`src/pst_pkg.sv`:
```
// ----------------------------------------------------------------------------
// pst_pkg
// shared types and constants of the pausable skip/stop timer
// ----------------------------------------------------------------------------
package pst_pkg;

  // default width of internal time values
  localparam int TIME_WIDTH_DEF = 32;

  // field widths of the word on both channels
  localparam int REQ_W  = 3;
  localparam int FLD_W  = 32;
  localparam int SKIP_W = 16;

  // configuration port
  localparam int CFG_IDX_W  = 1;
  localparam int CFG_DATA_W = 32;

  typedef enum logic [CFG_IDX_W-1:0] {
    CFG_TARGET    = 1'd0,
    CFG_INIT_STOP = 1'd1
  } cfg_idx_t;

  // request codes
  typedef enum logic [REQ_W-1:0] {
    REQ_TICK      = 3'd0,
    REQ_START     = 3'd1,
    REQ_PAUSE     = 3'd2,
    REQ_RESUME    = 3'd3,
    REQ_STOP      = 3'd4,
    REQ_STOP_SKIP = 3'd5
  } req_t;

  // one input word
  typedef struct packed {
    logic [REQ_W-1:0]         req_type;
    logic [FLD_W-1:0]         source_time;
    logic signed [FLD_W-1:0]  stop_amount;
    logic [SKIP_W-1:0]        skip_amount;
  } item_t;

  // one result word
  typedef struct packed {
    logic [FLD_W-1:0]         elapsed;
    logic [FLD_W-1:0]         step_difference;
    logic signed [FLD_W-1:0]  remaining;
    logic signed [FLD_W-1:0]  stopped_value;
    logic                     paused;
    logic                     running;
  } result_t;

  // configuration write
  typedef struct packed {
    logic                     we;
    logic [CFG_IDX_W-1:0]     idx;
    logic [CFG_DATA_W-1:0]    wdata;
  } cfg_wr_t;

endpackage

```
`src/pst_in_stage.sv`:
```
// ----------------------------------------------------------------------------
// pst_in_stage
// input register of the timer; holds one word until the result stage takes it
// ----------------------------------------------------------------------------
module pst_in_stage (
  input  logic           clk,
  input  logic           rst_n,
  input  logic           in_valid,
  output logic           in_stall,
  input  pst_pkg::item_t in_item,
  input  logic           out_free,
  output logic           fire,
  output pst_pkg::item_t item_r
);
  import pst_pkg::*;

  logic  vld_r;
  logic  vld_nxt;
  logic  accept;

  // word moves on when the result register can take it
  assign fire     = vld_r && out_free;
  assign in_stall = vld_r && !out_free;
  assign accept   = in_valid && !in_stall;

  // valid flag
  always_comb begin
    vld_nxt = vld_r;
    if (accept) begin
      vld_nxt = 1'b1;
    end else if (fire) begin
      vld_nxt = 1'b0;
    end
  end

  always_ff @(posedge clk) begin
    if (!rst_n) begin
      vld_r <= 1'b0;
    end else begin
      vld_r <= vld_nxt;
    end
  end

  // payload
  always_ff @(posedge clk) begin
    if (accept) begin
      item_r <= in_item;
    end
  end

endmodule

```
`src/pst_core.sv`:
```
// ----------------------------------------------------------------------------
// pst_core
// timer state and the single-pass update for one request
// ----------------------------------------------------------------------------
module pst_core #(
  parameter int TIME_WIDTH = pst_pkg::TIME_WIDTH_DEF
) (
  input  logic             clk,
  input  logic             rst_n,
  input  pst_pkg::cfg_wr_t cfg,
  input  logic             fire,
  input  pst_pkg::item_t   item,
  output pst_pkg::result_t res
);
  import pst_pkg::*;

  localparam int XW = (TIME_WIDTH > FLD_W) ? TIME_WIDTH : FLD_W;

  // configuration register
  logic [FLD_W-1:0]        target_time_r;

  // timer state
  logic [TIME_WIDTH-1:0]   base_r,    base_nxt;
  logic [TIME_WIDTH-1:0]   elapsed_r, elapsed_nxt;
  logic signed [FLD_W-1:0] sd_r,      sd_nxt;
  logic [SKIP_W-1:0]       skip_r,    skip_nxt;
  logic                    pause_r,   pause_nxt;
  logic                    run_r,     run_nxt;

  // scratch for the update
  logic [XW-1:0]           now_x;
  logic [TIME_WIDTH-1:0]   now;
  logic [TIME_WIDTH-1:0]   diff;
  logic [XW-1:0]           diff_x;
  logic signed [XW-1:0]    sd_x;
  logic [XW-1:0]           el_x;
  logic [FLD_W-1:0]        el32;
  logic                    do_update;
  logic                    sd_load;

  // source time resized to the internal width
  assign now_x = XW'(item.source_time);
  assign now   = now_x[TIME_WIDTH-1:0];

  // initial delay write loads the stop delay while not running
  assign sd_load = cfg.we && (cfg_idx_t'(cfg.idx) == CFG_INIT_STOP) && !run_r;

  // next state of one request
  always_comb begin
    base_nxt    = base_r;
    elapsed_nxt = elapsed_r;
    sd_nxt      = sd_r;
    skip_nxt    = skip_r;
    pause_nxt   = pause_r;
    run_nxt     = run_r;
    diff        = '0;
    diff_x      = '0;
    sd_x        = '0;
    do_update   = 1'b0;

    case (req_t'(item.req_type))
      REQ_TICK, REQ_RESUME, REQ_STOP, REQ_STOP_SKIP: do_update = 1'b1;
      default:                                       do_update = 1'b0;
    endcase

    if (do_update) begin
      if (!run_r) begin
        // first update starts the timer without advance
        elapsed_nxt = '0;
        run_nxt     = 1'b1;
        base_nxt    = now;
      end else begin
        // backward jump counts as zero
        diff     = (now < base_r) ? '0 : (now - base_r);
        base_nxt = now;
        if (skip_r != '0) begin
          diff     = '0;
          skip_nxt = skip_r - SKIP_W'(1);
        end
        diff_x = XW'(diff);
        if (!pause_r) begin
          if (sd_r > 32'sd0) begin
            // positive delay soaks up the advance, saturating at zero
            if (diff_x >= XW'(unsigned'(sd_r))) begin
              sd_nxt = '0;
            end else begin
              sd_nxt = sd_r - signed'(diff_x[FLD_W-1:0]);
            end
          end else if (sd_r < 32'sd0) begin
            // negative delay added once as a lump
            sd_x        = XW'(sd_r);
            elapsed_nxt = elapsed_r - sd_x[TIME_WIDTH-1:0];
            sd_nxt      = '0;
          end else begin
            elapsed_nxt = elapsed_r + diff;
          end
        end
      end
    end

    // request specific part
    case (req_t'(item.req_type))
      REQ_START: begin
        elapsed_nxt = '0;
        run_nxt     = 1'b1;
        base_nxt    = now;
      end
      REQ_PAUSE: begin
        pause_nxt = 1'b1;
      end
      REQ_RESUME: begin
        pause_nxt = 1'b0;
      end
      REQ_STOP: begin
        sd_nxt = item.stop_amount;
      end
      REQ_STOP_SKIP: begin
        sd_nxt   = item.stop_amount;
        skip_nxt = item.skip_amount;
      end
      default: begin
      end
    endcase
  end

  // result word from the updated state
  assign el_x = XW'(elapsed_nxt);
  assign el32 = el_x[FLD_W-1:0];

  always_comb begin
    res.elapsed         = el32;
    res.step_difference = diff_x[FLD_W-1:0];
    res.remaining       = signed'(target_time_r - el32);
    res.stopped_value   = pause_nxt ? 32'sd1 : sd_nxt;
    res.paused          = pause_nxt;
    res.running         = run_nxt;
  end

  // state registers
  always_ff @(posedge clk) begin
    if (!rst_n) begin
      base_r        <= '0;
      elapsed_r     <= '0;
      sd_r          <= '0;
      skip_r        <= '0;
      pause_r       <= 1'b0;
      run_r         <= 1'b0;
      target_time_r <= '0;
    end else begin
      if (fire) begin
        base_r    <= base_nxt;
        elapsed_r <= elapsed_nxt;
        skip_r    <= skip_nxt;
        pause_r   <= pause_nxt;
        run_r     <= run_nxt;
      end
      // stop delay: config load or request update
      if (sd_load) begin
        sd_r <= signed'(cfg.wdata);
      end else if (fire) begin
        sd_r <= sd_nxt;
      end
      // configuration writes must arrive only while idle; the block does not enforce this
      if (cfg.we) begin
        case (cfg_idx_t'(cfg.idx))
          CFG_TARGET: begin
            target_time_r <= cfg.wdata;
          end
          CFG_INIT_STOP: begin
            // only loads the stop delay, see above
          end
          default: begin
          end
        endcase
      end
    end
  end

endmodule

```
`src/pst_out_stage.sv`:
```
// ----------------------------------------------------------------------------
// pst_out_stage
// result register of the timer, held while the receiver stalls
// ----------------------------------------------------------------------------
module pst_out_stage (
  input  logic             clk,
  input  logic             rst_n,
  input  logic             fire,
  input  pst_pkg::result_t res,
  output logic             out_free,
  output logic             out_valid,
  input  logic             out_stall,
  output pst_pkg::result_t res_r
);
  import pst_pkg::*;

  logic vld_r;
  logic vld_nxt;

  // register can load when empty or when its word leaves this cycle
  assign out_free  = !vld_r || !out_stall;
  assign out_valid = vld_r;

  always_comb begin
    vld_nxt = vld_r;
    if (fire) begin
      vld_nxt = 1'b1;
    end else if (!out_stall) begin
      vld_nxt = 1'b0;
    end
  end

  always_ff @(posedge clk) begin
    if (!rst_n) begin
      vld_r <= 1'b0;
    end else begin
      vld_r <= vld_nxt;
    end
  end

  always_ff @(posedge clk) begin
    if (fire) begin
      res_r <= res;
    end
  end

endmodule

```
`src/pausable_skip_stop_timer_unit.sv`:
```
// ----------------------------------------------------------------------------
// pausable_skip_stop_timer_unit
// elapsed-time counter driven by a source time, with pause, skip and stop
// ----------------------------------------------------------------------------
// Each input word carries a request (tick, start, pause, resume, stop,
// stop-and-skip) with the present source time, and gives exactly one result
// word: elapsed, step difference, remaining, stopped value, paused, running.
// Both channels use valid/stall; a word moves at a clock edge with valid high
// and stall low. The config port (cfg_we, cfg_idx, cfg_wdata) writes the
// target time (index 0) and the initial stop delay (index 1); write only
// while idle.
// Between the input ports and the result ports lie an input register, then
// the update logic feeding the result register. One word per cycle is
// sustained while the receiver does not stall, since the whole update is a
// compare, a subtract and an add on the state in one pass.
// When the receiver stalls, the result register holds its word and the input
// register can still take one more word before in_stall rises.
// Synchronous active-low reset empties both registers, clears the timer
// state and the config; the timer is not running after reset.
// ----------------------------------------------------------------------------
module pausable_skip_stop_timer_unit #(
  parameter int TIME_WIDTH = pst_pkg::TIME_WIDTH_DEF
) (
  input  logic                           clk,
  input  logic                           rst_n,
  // input channel
  input  logic                           in_valid,
  output logic                           in_stall,
  input  logic [pst_pkg::REQ_W-1:0]      in_req_type,
  input  logic [pst_pkg::FLD_W-1:0]      in_source_time,
  input  logic signed [pst_pkg::FLD_W-1:0] in_stop_amount,
  input  logic [pst_pkg::SKIP_W-1:0]     in_skip_amount,
  // result channel
  output logic                           out_valid,
  input  logic                           out_stall,
  output logic [pst_pkg::FLD_W-1:0]      out_elapsed,
  output logic [pst_pkg::FLD_W-1:0]      out_step_difference,
  output logic signed [pst_pkg::FLD_W-1:0] out_remaining,
  output logic signed [pst_pkg::FLD_W-1:0] out_stopped_value,
  output logic                           out_paused,
  output logic                           out_running,
  // configuration
  input  logic                           cfg_we,
  input  logic [pst_pkg::CFG_IDX_W-1:0]  cfg_idx,
  input  logic [pst_pkg::CFG_DATA_W-1:0] cfg_wdata
);
  import pst_pkg::*;

  item_t   in_item;
  item_t   item_r;
  result_t res;
  result_t res_r;
  cfg_wr_t cfg;
  logic    fire;
  logic    out_free;

  assign in_item.req_type    = in_req_type;
  assign in_item.source_time = in_source_time;
  assign in_item.stop_amount = in_stop_amount;
  assign in_item.skip_amount = in_skip_amount;

  assign cfg.we    = cfg_we;
  assign cfg.idx   = cfg_idx;
  assign cfg.wdata = cfg_wdata;

  // input register
  pst_in_stage u_in (
    .clk      (clk),
    .rst_n    (rst_n),
    .in_valid (in_valid),
    .in_stall (in_stall),
    .in_item  (in_item),
    .out_free (out_free),
    .fire     (fire),
    .item_r   (item_r)
  );

  // state and update
  pst_core #(
    .TIME_WIDTH (TIME_WIDTH)
  ) u_core (
    .clk   (clk),
    .rst_n (rst_n),
    .cfg   (cfg),
    .fire  (fire),
    .item  (item_r),
    .res   (res)
  );

  // result register
  pst_out_stage u_out (
    .clk       (clk),
    .rst_n     (rst_n),
    .fire      (fire),
    .res       (res),
    .out_free  (out_free),
    .out_valid (out_valid),
    .out_stall (out_stall),
    .res_r     (res_r)
  );

  assign out_elapsed         = res_r.elapsed;
  assign out_step_difference = res_r.step_difference;
  assign out_remaining       = res_r.remaining;
  assign out_stopped_value   = res_r.stopped_value;
  assign out_paused          = res_r.paused;
  assign out_running         = res_r.running;

`ifndef SYNTH
  // input side only backs up behind a stalled, full result register
  a_stall_cause: assert property (@(posedge clk) disable iff (!rst_n)
    in_stall |-> (out_valid && out_stall))
    else $error("in_stall without a stalled result");

  // a paused result always reports one as stopped value
  a_pause_value: assert property (@(posedge clk) disable iff (!rst_n)
    (out_valid && out_paused) |-> (out_stopped_value == 32'sd1))
    else $error("paused result with wrong stopped value");

  // a timer that is not running has no elapsed time and no advance
  a_idle_zero: assert property (@(posedge clk) disable iff (!rst_n)
    (out_valid && !out_running) |-> (out_elapsed == '0 && out_step_difference == '0))
    else $error("not running but time accumulated");
`endif

endmodule

```
`config.mk`:
```
export PLATFORM = sky130hd
export DESIGN_NAME = pausable_skip_stop_timer_unit
export DESIGN_NICKNAME = d
export VERILOG_FILES = /design/src/pst_pkg.sv /design/src/pst_in_stage.sv /design/src/pst_core.sv /design/src/pst_out_stage.sv /design/src/pausable_skip_stop_timer_unit.sv
export SDC_FILE = /design/constraint.sdc
export NUM_CORES = 1
export LEC_CHECK = 0
export ABC_AREA = 1
export ABC_CLOCK_PERIOD_IN_PS = 11900
export BUFFER_PORTS_ARGS = -buffer_cell sky130_fd_sc_hd__buf_2
export CAP_MARGIN = 20
export CORE_MARGIN = 5
export CORE_UTILIZATION = 39
export DETAILED_ROUTE_END_ITERATION = 10
export PLACE_DENSITY_LB_ADDON = 0.05
export REMOVE_ABC_BUFFERS = 1
export SYNTH_ARGS = -nofsm -noshare
export SYNTH_HDL_FRONTEND = slang
export SYNTH_SLANG_ARGS = --single-unit
```
`constraint.sdc`:
```
create_clock -name clk -period 11.9 [get_ports clk]
set_clock_uncertainty 0.2 [all_clocks]
set_input_delay 2.975 -clock clk [delete_from_list [all_inputs] [get_ports clk]]
set_output_delay 2.975 -clock clk [all_outputs]
set_load 0.03 [all_outputs]
```
==> out/qor.csv <==
metric;value;unit
result of the run;complete, no violations;
number of gates given a new drive strength after cts;0;
post-synthesis sequential element count;361;
number of max-capacitance violations reported;0;
switching part of the total;0.3907;
RSZ-0062 raised after global routing;false;
vias in the first global route;21951;
Initial Util;0.3952;
gate count of the mapped netlist;3188;
tightest slew margin relative to the limit;0.1987;
Post-synth EDFFs;213;
final hold violation count;0;
Clock power frac;0.306;
remaining antenna violation count;0;
highest metal layer used by the detailed router;met4;
antenna violations before repair;1;
synthesized area;23940;um^2
Post-synth top cells;sky130_fd_sc_hd__nand2_1 (577), sky130_fd_sc_hd__inv_1 (561), sky130_fd_sc_hd__nor2_1 (309);
antenna diode count;0;
smallest hold slack;255.7;ps
number of sinks on the clock net;361;
startpoint class of the critical path;register;
Port Buf Inserts;252;
source of the critical timing path;u_in.item_r[48];
dpl cells;4156;
TritonCTS buffer count;43;
period utilization;0.7184;
NetSw;1.779;mW
Cell variety after synth;63;
Met3 Wirelength;4195;um
category of the critical setup timing path;register to register;
Mapped Avg Cell Area;7.510;um^2
total of fill cells in the finished design;6248;
CTS tree;built;
final max-slew violation count;0;
data arrival time of the worst path;8670;ps
final critical-path required period;8548;ps
R2R Setup Slk;3350;ps
Yosys warnings;0;
peak supply drop;0.1140;mV
buffers inserted by post-CTS timing repair;0;
final wirelength;85080;um
share of synthesized registers carrying an async set or reset;0;
Internal;2.775;mW
type of the worst min-delay path;register to register;
clock transition at the register clock pins on the worst setup and hold paths after CTS;60;ps
Synth area leaders;sky130_fd_sc_hd__edfxtp_1 (27%), sky130_fd_sc_hd__dfxtp_1 (12%), sky130_fd_sc_hd__nand2_1 (9.0%);
Post-Layout Cell Count;4235;
combinational share of power;0.373;
number of nets at the end of the flow;3703;
Die W;257.8;um
detailed route wirelength on metal2;41070;um
slowest cell on the critical path;sky130_fd_sc_hd__o21ai_0;
layout overhead on the synthesized area;14.90;%
hold path startpoint;u_core.base_r[3];
Post-CTS Hold Buffers;0;
Die ar.;66440;um^2
Core Footprint;60580;um^2
via/cell ratio;5.229;
final setup violating endpoints;0;
worst reg2reg path startpoint;u_in.item_r[48];
maximum fanout along the worst path;28;
total chip power;4.553;mW
post-synthesis cell type with the largest combined area;sky130_fd_sc_hd__edfxtp_1;
Crit Reg-Reg Endpoint;u_out.res_r[64];
dpl hpwl;67550;um
global route total overflow;0;
weighted congestion reported at the end of routability-driven placement;0.9483;
first-pass GRT wire length;128400;um
end point of the critical path;u_out.res_r[64];
Site Rows;90;
delay of the slowest critical-path stage;690;ps
die height;257.8;um
CP endpoint kind;register;
total DRC errors in the routed layout;0;
P_leak;12.96;nW
largest net degree at the start of global routing;73;
top-area cell type share of the netlist area;0.2672;
cell area power density;165.5;nW/um^2
worst-skew pair later-pin latency;590;ps
Routed WL per cell;20.09;um
global routing usage summed across all routing layers;0.2460;
detailed-route via count;22145;
Iter 0 DRT Violations;1627;
Top FF cell, synth;sky130_fd_sc_hd__edfxtp_1;
clock root buffer master;sky130_fd_sc_hd__clkbuf_16;
TritonRoute pass-1 iters;6;
sequential element share of the synthesized area;0.3909;
maximum root-to-sink buffer count;3;
H-tree depth reported by CTS;2;
setup tns final;0;ps
WP data required;12020;ps
cell with the most instances after synthesis;sky130_fd_sc_hd__nand2_1;
depth of the most critical reg-to-reg path;43;
length of routed wiring on met1;37570;um
f_max;117.0;MHz
slew of the pin with the lowest slew margin;1193;ps
number of ports placed on the die boundary;253;
sequential power share;0.322;
ratio of cells with drive above 1 in the final layout;0.1179;
==> power groups by stage <==
| stage | Combinational (mW) | Clock (mW) | Sequential [mW] |
|---|---|---|---|
| floorplan | 1.09 | 0 | 1.55 |
| global placement | 1.68 | 0 | 1.49 |
| detailed placement | 1.68 | 0 | 1.49 |
| CTS | 1.69 | 1.43 | 1.47 |
| global route | 1.88 | 1.48 | 1.47 |
| finish | 1.70 | 1.39 | 1.46 |
==> registers in the layout, indices dropped and copies added, names as in the netlist <==
| register | count |
|---|---|
| u_out.res_r | 130 |
| u_in.item_r | 83 |
| u_core.base_r | 32 |
| u_core.elapsed_r | 32 |
| u_core.sd_r | 32 |
| u_core.target_time_r | 32 |
| u_core.skip_r | 16 |
| u_core.pause_r | 1 |
| u_core.run_r | 1 |
| u_in.vld_r | 1 |
| u_out.out_valid | 1 |
==> metrics by stage <==
step,setup slack [ps],util,instance area (um^2)
6_report,3352,0.4540,27510
5_1_grt,2658,0.4540,27510
4_1_cts,3379,0.4540,27510
3_5_place_dp,3427,0.4297,26030
3_3_place_gp,3479,0.4297,26030
2_1_floorplan,-2589,-,23580
==> layer usage <==
| metal | vias to the layer above | global-route usage |
|---|---|---|
| met5 | - | 0 |
| met4 | 0 | 0.06689 |
| met3 | 109 | 0.03009 |
| met2 | 565 | 0.4284 |
| met1 | 10477 | 0.3246 |
| li1 | 10994 | - |
==> worst min-delay path by stage <==
| stage | to | slack (ps) | cells past startpoint |
|---|---|---|---|
| 6_report | u_core.base_r[3] | 260 | 2 |
| 5_1_grt | u_core.base_r[30] | 280 | 2 |
| 4_1_cts | u_core.base_r[18] | 260 | 2 |
| 3_5_place_dp | u_core.base_r[18] | 250 | 2 |
| 3_3_place_gp | u_core.base_r[18] | 240 | 2 |
| 2_1_floorplan | u_core.base_r[10] | 230 | 2 |
==> logic make-up after synthesis <==
kind of cell    synth area share
flops                     0.3909
compound gates            0.1794
xor+xnor                 0.03988
buf+inv                   0.1065
simple gates              0.1969
fa+ha+maj                0.08644
==> critical path, delay by kind of cell (launching register included) <==
kind	cells	cell delay [ps]
AOI/OAI and AO/OA	14	3530
and+or+nand+nor	15	1670
adders and majority gates	5	1500
buffers and inverters	7	750
DFF	1	320
xor gates and xnor gates	2	320
==> area by class of cell <==
cell class                 count  area, um^2  share of cell area
timing repair buffer         277        1449             0.05267
tap                          782       978.4             0.03557
clock buffer                  60        1232             0.04480
multi-input combinational   2156       12060              0.4383
sequential                   361        9359              0.3402
clock inverter                19       245.2            0.008915
inverter                     580        2187             0.07951
==> cell usage in the layout, fill, tap and decap left out, drive strengths merged, types with 2 or more instances in the layout <==
cell type	instances
a22oi	2
xnor2	46
a221oi	6
clkbuf	60
o221ai	2
o22ai	40
o21bai	5
dfxtp	148
inv	574
nand2	596
nor2	321
ha	159
clkinvlp	3
nand3	88
o31ai	8
buf	277
a21boi	12
fa	4
o211ai	34
xor2	63
o21a	13
a211oi	13
o311ai	3
nor3	34
clkinv	17
nand3b	5
a31oi	28
o21ai	287
or2	4
edfxtp	213
bufinv	5
a21o	12
nor4	12
and2	3
a21oi	305
a2111oi	2
nand4	45
Note: power is estimated with default switching activity, not from simulation.
